**config.mk**
```make
export PLATFORM = sky130hd
export DESIGN_NAME = stable_insertion_sort_records
export DESIGN_NICKNAME = d
export VERILOG_FILES = /design/src/hdl/sisr_pkg.sv /design/src/hdl/sisr_store.sv /design/src/hdl/stable_insertion_sort_records.sv
export SDC_FILE = /design/constraint.sdc
export NUM_CORES = 2
export LEC_CHECK = 0
export BUFFER_PORTS_ARGS = -buffer_cell sky130_fd_sc_hd__buf_4
export CORE_MARGIN = 10
export CORE_UTILIZATION = 55
export DETAILED_ROUTE_END_ITERATION = 8
export PLACE_DENSITY_LB_ADDON = 0.3
export SYNTH_ARGS = -nofsm -noshare
export SYNTH_HDL_FRONTEND = slang
export SYNTH_SLANG_ARGS = --single-unit
```
**constraint.sdc**
```tcl
create_clock -name clk -period 6.8 [get_ports clk]
set_input_delay 0.68 -clock clk [delete_from_list [all_inputs] [get_ports clk]]
set_output_delay 0.68 -clock clk [all_outputs]
set_load 0.01 [all_outputs]
```
**src/hdl/sisr_pkg.sv**
```systemverilog
// Package with the shared types and constants of the stable insertion sort block.
`default_nettype none

package sisr_pkg;

	localparam int MAX_RECORDS_DEF = 64;
	localparam int KEY_W = 16;
	localparam int TAG_W = 32;

	typedef struct packed {
		logic [KEY_W-1:0] key;
		logic [TAG_W-1:0] tag;
	} rec_t;

	typedef enum logic [2:0] {
		ST_IDLE,
		ST_SHIFT,
		ST_PREP,
		ST_EMIT
	} state_t;

endpackage

`default_nettype wire

```
**src/hdl/sisr_store.sv**
```systemverilog
// Record store: one write port and one read port with registered read data.
`default_nettype none

module sisr_store
	import sisr_pkg::*;
#(
	parameter int MAX_RECORDS = MAX_RECORDS_DEF,
	localparam int AW = (MAX_RECORDS > 1) ? $clog2(MAX_RECORDS) : 1
) (
	input  wire logic          clk,
	input  wire logic          we,
	input  wire logic [AW-1:0] waddr,
	input  wire rec_t          wdata,
	input  wire logic [AW-1:0] raddr,
	output rec_t               rdata
);

	rec_t mem [MAX_RECORDS];
	rec_t rdata_q;

	always_ff @(posedge clk) begin
		if (we) begin
			mem[waddr] <= wdata;
		end
	end

	always_ff @(posedge clk) begin
		rdata_q <= mem[raddr];
	end

	assign rdata = rdata_q;

endmodule

`default_nettype wire

```
**src/hdl/stable_insertion_sort_records.sv**
```systemverilog
// Top level of the stable insertion sort of keyed records.
//
// Channel  Direction  Handshake            Beat contents
// command  in         start && !busy       sort_key, record_tag, is_last
// result   out        out_valid, one cycle out_key, out_tag, out_last, overflow
//
// An insertion into an empty store writes the record directly; otherwise entries are moved up
// one at a time until the insertion point is found, since the store has a single read and write port.
// A record that finds the store full is dropped and sets the overflow flag.
// After the last record, a set-up state is followed by one beat per stored record.
// Reset clears the count, the overflow flag and the sequencer, not the store.
// The receiver cannot stall: each result beat is shown for exactly one cycle.
`default_nettype none

module stable_insertion_sort_records
	import sisr_pkg::*;
#(
	parameter int MAX_RECORDS = MAX_RECORDS_DEF
) (
	input  wire logic             clk,
	input  wire logic             arst_n,
	input  wire logic             start,
	output logic                  busy,
	input  wire logic [KEY_W-1:0] sort_key,
	input  wire logic [TAG_W-1:0] record_tag,
	input  wire logic             is_last,
	output logic                  out_valid,
	output logic [KEY_W-1:0]      out_key,
	output logic [TAG_W-1:0]      out_tag,
	output logic                  out_last,
	output logic                  overflow
);

	localparam int AW = (MAX_RECORDS > 1) ? $clog2(MAX_RECORDS) : 1;
	localparam int CW = $clog2(MAX_RECORDS + 1);
	localparam logic [CW-1:0] FULL = CW'(MAX_RECORDS);

	state_t state_q, state_d;
	logic [CW-1:0] count_q, count_d;
	logic dropped_q, dropped_d;
	logic last_q, last_d;
	logic [AW-1:0] pos_q, pos_d;
	logic [AW-1:0] idx_q, idx_d;
	rec_t new_q, new_d;

	logic we;
	logic [AW-1:0] waddr;
	rec_t wdata;
	logic [AW-1:0] raddr;
	rec_t rdata;
	logic accept;
	logic move_up;

	sisr_store #(
		.MAX_RECORDS(MAX_RECORDS)
	) u_store (
		.clk  (clk),
		.we   (we),
		.waddr(waddr),
		.wdata(wdata),
		.raddr(raddr),
		.rdata(rdata)
	);

	assign accept = start && (state_q == ST_IDLE);
	assign move_up = (pos_q != '0) && (rdata.key > new_q.key);

	always_ff @(posedge clk or negedge arst_n) begin
		if (!arst_n) begin
			state_q   <= ST_IDLE;
			count_q   <= '0;
			dropped_q <= 1'b0;
			last_q    <= 1'b0;
		end else begin
			state_q   <= state_d;
			count_q   <= count_d;
			dropped_q <= dropped_d;
			last_q    <= last_d;
		end
	end

	always_ff @(posedge clk) begin
		pos_q <= pos_d;
		idx_q <= idx_d;
		new_q <= new_d;
	end

	always_comb begin
		state_d   = state_q;
		count_d   = count_q;
		dropped_d = dropped_q;
		last_d    = last_q;
		pos_d     = pos_q;
		idx_d     = idx_q;
		new_d     = new_q;
		we        = 1'b0;
		waddr     = pos_q;
		wdata     = new_q;
		raddr     = pos_q - AW'(2);
		out_valid = 1'b0;
		out_last  = 1'b0;
		case (state_q)
			ST_IDLE: begin
				raddr = AW'(count_q - CW'(1));
				if (accept) begin
					last_d = is_last;
					new_d  = '{key: sort_key, tag: record_tag};
					pos_d  = AW'(count_q);
					if (count_q == FULL) begin
						dropped_d = 1'b1;
						state_d   = is_last ? ST_PREP : ST_IDLE;
					end else if (count_q == '0) begin
						we      = 1'b1;
						waddr   = '0;
						wdata   = '{key: sort_key, tag: record_tag};
						count_d = CW'(1);
						state_d = is_last ? ST_PREP : ST_IDLE;
					end else begin
						state_d = ST_SHIFT;
					end
				end
			end
			ST_SHIFT: begin
				we = 1'b1;
				if (move_up) begin
					wdata = rdata;
					pos_d = pos_q - AW'(1);
				end else begin
					count_d = count_q + CW'(1);
					state_d = last_q ? ST_PREP : ST_IDLE;
				end
			end
			ST_PREP: begin
				raddr   = '0;
				idx_d   = '0;
				state_d = ST_EMIT;
			end
			ST_EMIT: begin
				out_valid = 1'b1;
				raddr     = idx_q + AW'(1);
				idx_d     = idx_q + AW'(1);
				if (CW'(idx_q) == count_q - CW'(1)) begin
					out_last  = 1'b1;
					count_d   = '0;
					dropped_d = 1'b0;
					state_d   = ST_IDLE;
				end
			end
			default: begin
				state_d = ST_IDLE;
			end
		endcase
	end

	assign busy     = (state_q != ST_IDLE);
	assign out_key  = rdata.key;
	assign out_tag  = rdata.tag;
	assign overflow = dropped_q;

	// A run is only emitted when the store holds at least one record.
	a_emit_nonempty: assert property (@(posedge clk) disable iff (!arst_n)
		out_valid |-> (count_q != '0))
		else $error("result beat with an empty store");

	// The insertion point never lies beyond the current fill.
	a_pos_in_range: assert property (@(posedge clk) disable iff (!arst_n)
		(state_q == ST_SHIFT) |-> (CW'(pos_q) <= count_q) && (count_q < FULL))
		else $error("insertion point beyond fill");

	// The final beat of a run returns the block to idle with a cleared set.
	a_last_clears: assert property (@(posedge clk) disable iff (!arst_n)
		(out_valid && out_last) |=> (!busy && (count_q == '0) && !overflow))
		else $error("set not cleared after final beat");

	// A record offered to a full store raises the overflow flag.
	a_drop_flags: assert property (@(posedge clk) disable iff (!arst_n)
		(start && !busy && (count_q == FULL)) |=> overflow)
		else $error("dropped record not flagged");

endmodule

`default_nettype wire

```
-- After elaboration in Yosys (flattened, before gate mapping)
Memories as Yosys holds them, arrays and structs flattened. A register that Yosys moved wholly into a read port is not among the register bits.
Index checks and enable logic that the tools add are counted.
- register bits after elaboration: 72
- memory bits (writable): 3072
- input bits: 52
- output and inout bits: 52
- logic and storage cells: 83
- memories kept: 1
- memory list (name ; words ; width ; rd ports ; clocked after Yosys merged registers in ; write ports ; line ; text):
    u_store.mem ; 64 ; 48 ; 1 ; 1 ; 1 ; sisr_store.sv:18 ; rec_t mem [MAX_RECORDS];
- add/subtract/negate cells: 5
- order comparisons: 1
- eq/ne operators: 12
- mux-type cells: 41
- reductions and logical operators: 15
- operator list (kind ; count):
    2-to-1 mux 48 bit ; 4
    one-hot mux 48 bit (2 select lines) ; 1
    2-to-1 mux 6 bit ; 6
    2-to-1 mux 7 bit ; 5
    one-hot mux 6 bit (2 select lines) ; 2
    one-hot mux 7 bit (3 select lines) ; 1
    one-hot mux 6 bit (3 select lines) ; 1
    greater-than comparator 16 bit ; 1
    one-hot mux 3 bit (4 select lines) ; 1
    2-to-1 mux 1 bit ; 11
    != test 2 bit (second input constant) ; 5
    2-to-1 mux 3 bit ; 3
    2-to-1 mux 2 bit ; 4
    adder 7 x 1 -> 7 bit (second input constant) ; 1
    equality test 6 x 7 -> 1 bit ; 1
    equality test 7 bit (second input constant) ; 1
    logical NOT 7 bit ; 1
    subtractor 7 x 1 -> 7 bit (second input constant) ; 1
    adder 6 x 1 -> 6 bit (second input constant) ; 1
    equality test 3 x 2 -> 1 bit (second input constant) ; 2
    AND reduction 3 bit ; 2
    AND reduction 6 bit ; 1
    nonzero test 2 bit ; 3
    nonzero test 3 bit ; 2
    other kinds (10) ; 13

-- Longest topological paths before layout
- depth after elaboration: 7
- depth in mapped cells: 13
- mapped depth without buffers: 10

-- Cells and area by module
From an unflattened synthesis, not the netlist that was laid out.
- cell total of the unflattened synthesis: 5457
- area, all modules: 121764.3 um^2
- by module, submodules not included (module ; times used ; cells each ; area each (um^2) ; seq. area each (um^2)):
    sisr_store ; 1 ; 4970 ; 117117.3 ; 93209.4
    stable_insertion_sort_records ; 1 ; 487 ; 4647.0 ; 2077.0

-- Worst setup path after synthesis
No wires, ideal clock.
- path kind: flip-flop to flip-flop
- from: register, netlist name u_store.rdata[41]
- to: memory u_store.mem[0][33] (netlist name) (data pin)
- library setup time: 0.719 ns
- arrival: 4.691 ns
- required time: 6.081 ns
- setup slack: 1.390 ns
- cell stages (with the launch flop): 11
- path buffers: 2
- clock period less this slack: 5.410 ns
- cells stage by stage: dfxtp_1 > ha_1 > a21o_1 > a21o_1 > a21oi_1 > o22ai_1 > a211oi_2 > nor2_1 > buf_2 > buf_2 > o31ai_1
- RTL lines (item ; line):
    end, declared ; sisr_store.sv:18

-- Final worst setup path
- from: register state_q[1]
- to: memory u_store.mem[41][22] (netlist name) (enable)
- word-level cells in the longest chain between the ends: 6
- elaborated cells between the ends (all ways): 9
- those cells by class: eq/ne (1); mux (6); reduce/logical (2)
- ends and longest elaborated chain (item ; line ; text):
    start, declared ; stable_insertion_sort_records.sv:38 ; state_t state_q, state_d;
    start signal, assigned ; stable_insertion_sort_records.sv:75 ; state_q <= state_d;
    logical NOT 3 bit ; stable_insertion_sort_records.sv:65, stable_insertion_sort_records.sv:102 ;
    logical AND 1 bit ; stable_insertion_sort_records.sv:65 ; assign accept = start && (state_q == ST_IDLE);
    2-to-1 mux 1 bit ; stable_insertion_sort_records.sv:105 ; if (accept) begin
    one-hot mux 1 bit (2 select lines) ; stable_insertion_sort_records.sv:102 ; case (state_q)
    2-to-1 mux 1 bit ; sisr_store.sv:22 ; if (we) begin
    2-to-1 mux 1 bit (implied by the code) ; sisr_store.sv:23 ; mem[waddr] <= wdata;
Parallel ways exist; a longest one is shown, timed or not.

==> key figures <==
Synth
  – Cell variety after synth: 60
  – Share of the synthesized area in the top cell type: about three quarters
  – Leading post-synthesis cells by cell area: sky130_fd_sc_hd__edfxtp_1 (76%), sky130_fd_sc_hd__nand2_1 (7.6%), sky130_fd_sc_hd__nand3_1 (3.9%)
  – Predominant post-synthesis flop cell: sky130_fd_sc_hd__edfxtp_1
  – Fraction of registers with async set or reset after synthesis: 0.345%
  – Area of the mapped netlist: around 120000 um2
  – Simple-gate portion of the synthesized area: between 10% and 20%
  – Yosys warning total: 0
  – Post-synth top cells: sky130_fd_sc_hd__edfxtp_1 (3132), sky130_fd_sc_hd__nand2_1 (2516), sky130_fd_sc_hd__nand3_1 (964), sky130_fd_sc_hd__nand4_1 (341), sky130_fd_sc_hd__mux2i_1 (294)
  – Adder-cell share of the synthesized area: 0.232%
  – Combinational family with the most area after synthesis: simple AND/OR/NAND/NOR gates
  – Post-synthesis xor/xnor area fraction: less than 1%
  – Share of synthesized area spent on multiplexers: about 2.4%
  – Most common cell in the synthesized netlist: sky130_fd_sc_hd__edfxtp_1
  – Fraction of the yosys area taken by sequential cells: 76.8%
  – Register bit total from synthesis: about 3.2k
  – Cell type with the largest total area after synthesis: sky130_fd_sc_hd__edfxtp_1
  – Gate Count Post-Synth: 8820
  – Mean cell area of the mapped netlist: 14.1 um2
  – Compound-cell area share of the yosys netlist: 4.67%
  – Number of synthesized flops with an enable pin: around 3.1k
  – Mapped Nets: about 8.9k

Placement
  – Routability congestion estimate: 0.960
  – HPWL after detailed placement: between 200000 and 250000 um
  – Port-buffer cells: roughly 100
  – Placed Instances: around 12k

Worst setup path
  – Slowest stage cell, crit path: sky130_fd_sc_hd__nor2_4
  – Worst R2R Setup Slack: between 2 and 2.5 ns
  – Worst path arrival time: around 5.3 ns
  – Type of origin of the critical path: flip-flop
  – Required time at the endpoint of the critical path: 7.32 ns
  – Setup crit end kind: flip-flop
  – Top cell family by delay on the critical path: simple AND/OR/NAND/NOR gates
  – Sequence of cells on the critical path: nor2_2 -> nand2_1 -> or3_1 -> nand4b_1 -> nor2_4 -> buf_12
  – Max stage delay on crit path: 1.25 ns
  – Count of buffer and inverter cells on the critical path: 1
  – Highest net fanout along the worst path: 34
  – Type of the worst setup path: reg2reg

Global route
  – Total grt overflow: 0
  – Tot GR Track Use: 30.6%
  – Initial antenna violation count: 18
  – Maximum number of pins on one net before global-route repair: ~180
  – First-pass GRT wire length: 543000 um
  – Vias in the first global route: approximately 75k

Clock tree
  – TritonCTS sink count: ~3.2k
  – Post-CTS Setup Repair Bufs: 0
  – Total CTS buffers: 324
  – Max Root-Sink Buffers: 4
  – Cell chosen for the clock root: sky130_fd_sc_hd__clkbuf_16
  – Clock-pin slew on the worst setup and hold paths: approximately 0.06 ns
  – Total of cells resized after clock tree synthesis: 0
  – Clock Latency Late Sink: slightly below 1 ns
  – TritonCTS clock tree: built
  – H-Tree Level Count: 5

STA
  – Part of the cycle the worst path needs: 70.6%
  – Final-report max-slew violation count: 0
  – Transition time at the pin with the least slew margin: 1.40 ns
  – Post-layout min period: 4.80 ns
  – Unrepaired setup endpoints after global routing: false
  – Final hold violation count: 0
  – Worst hold slack: around 0.076 ns
  – Worst-case headroom to the max-slew limit: under 10%
  – Clock skew: about 0.10 ns
  – Setup-violating endpoint count in the final report: 0
  – Timing-limited maximum frequency: ~210 MHz
  – Final total negative setup slack: 0 ns

Finish
  – Filler instances: between 15k and 20k
  – Ratio of cells with drive above 1 in the final layout: under 10%
  – Area growth from synthesis to layout: 12.5%
  – Util after Layout: between 60% and 70%
  – Layout Cells excl Fill: around 12k
  – Total area of multi-input combinational cells: ~27000 um2
  – Flip-flop and latch area: between 90000 and 100000 um2
  – Net count of the finished layout: between 9k and 10k

Detailed routing
  – Routed length per instance: 31.7 um
  – Routed via count divided by cell count: 6.60
  – Routed Wire Length: approximately 390000 um
  – Routed via count: slightly above 80k
  – Drt first pass iters: 8
  – Remaining antenna violation count: 0
  – DRC violation total after the first TritonRoute iteration: roughly 13k
  – DRC violation count after routing: 0

Floorplan
  – Die area: between 200000 and 250000 um2
  – Starting Density: between 50% and 60%
  – Die width: between 400 and 500 um
  – Placeable core area: approximately 220000 um2
  – Top-level I/O count: between 100 and 150
  – Vertical extent of the die: 495 um
  – Standard-cell rows: between 150 and 200

Hold path
  – Classification of the worst-slack hold path: in2reg

Run status
  – Outcome: completed

Power and ir drop
  – Power density cells: roughly 440 nW/um2
  – Total power: ~62 mW
  – Leak Pwr: roughly 47 nW
  – Worst vdd rail ir drop: a little under 0.7 mV

Job
  – Total of max-cap violations: 0
-- final cells by class --
type                       count  share of cell area, %
clock buffer                 450                   6.44
sequential                  3191                   68.2
multi-input combinational   5024                   19.3
inverter                      28                 0.0753
tap                         2992                   2.68
timing repair buffer         390                   2.65
clock inverter               111                  0.585
antenna                       11                 0.0197
-- power by group --
group	internal, mW	switching (mW)	leakage [nW]	total [mW]
Clock	9.63	7.15	4.82	16.8
Combinational	6.22	15.7	13.4	22.0
Sequential	22.4	0.576	28.7	23.0
Total	38.3	23.5	47.0	61.7
-- worst reg2reg max path, delay by kind of cell (launching register included) --
family	cells	cell delay, ns
buffers and inverters	1	0.51
DFF	1	0.92
and+or+nand+nor	5	2.87
-- registers in the layout (all words and copies together) (netlist names) --
signal and cells:
count_q 7, overflow 1, u_store.rdata 48, u_store.mem 3072, last_q 1, state_q 2, idx_q 6, pos_q 6
new_q 48
-- through the flow --
step           instance area (um2)  setup slack, ns
6_report                    140000             2.00
5_1_grt                     140000             2.01
4_1_cts                     140000             2.18
3_5_place_dp                129000             2.30
3_3_place_gp                129000             2.42
2_1_floorplan               124000             1.39
-- path summary, 6_finish.rpt --
kind                             from             endpoint  depth (start not counted)
max in group asynchronous      arst_n           count_q[4]                          2
max reg2reg                state_q[1]  u_store.mem[41][22]                          6
min reg2reg                    last_q               last_q                          1
min in group asynchronous      arst_n           count_q[1]                          2
min                             start           state_q[0]                          3
max                        state_q[1]  u_store.mem[41][22]                          6
-- per-layer routing --
| metal | GRT usage [%] | up-vias | wire length [um] |
|---|---|---|---|
| met2 | 45.6 | 6138 | 171000 |
| li1 | - | 33345 | - |
| met3 | 8.66 | 1179 | 53200 |
| met1 | 40.3 | 39861 | 134000 |
| met4 | 18.3 | 6 | 27400 |
| met5 | 0 | - | 45 |
-- repair_timing --
item                                    in CTS  in global routing
hold endpoints to repair                    60                  0
endpoints found under the setup margin       0                  0
hold buffers                                50                  0
-- logic make-up after synthesis --
logic type,after synthesis
AO/OA/AOI/OAI,742
XOR/XNOR,22
adder cells (fa/ha/maj),23
buffers and inverters,605
flip-flops,3191
multiplexers,296
AND/OR/NAND/NOR,3941
-- cells in the final DEF (no fill, tap or decap), types with 24 or more instances in the layout --
| cell type | n |
|---|---|
| sky130_fd_sc_hd__mux2i_1 | 294 |
| sky130_fd_sc_hd__inv_1 | 24 |
| sky130_fd_sc_hd__nor2_4 | 63 |
| sky130_fd_sc_hd__dlygate4sd3_1 | 50 |
| sky130_fd_sc_hd__edfxtp_1 | 3132 |
| sky130_fd_sc_hd__a31oi_1 | 54 |
| sky130_fd_sc_hd__clkbuf_8 | 26 |
| sky130_fd_sc_hd__a211o_1 | 48 |
| sky130_fd_sc_hd__clkinv_1 | 45 |
| sky130_fd_sc_hd__buf_12 | 52 |
| sky130_fd_sc_hd__o211ai_1 | 47 |
| sky130_fd_sc_hd__nand3_1 | 964 |
| sky130_fd_sc_hd__clkbuf_16 | 331 |
| sky130_fd_sc_hd__clkbuf_1 | 93 |
| sky130_fd_sc_hd__nand4_1 | 341 |
| sky130_fd_sc_hd__buf_4 | 288 |
| sky130_fd_sc_hd__nand2_1 | 2513 |
| sky130_fd_sc_hd__a32oi_1 | 293 |
| sky130_fd_sc_hd__clkinv_2 | 49 |
| sky130_fd_sc_hd__dfxtp_1 | 48 |
| sky130_fd_sc_hd__a21oi_1 | 114 |
| sky130_fd_sc_hd__a211oi_1 | 47 |
Power figures use the tool's default switching activity.
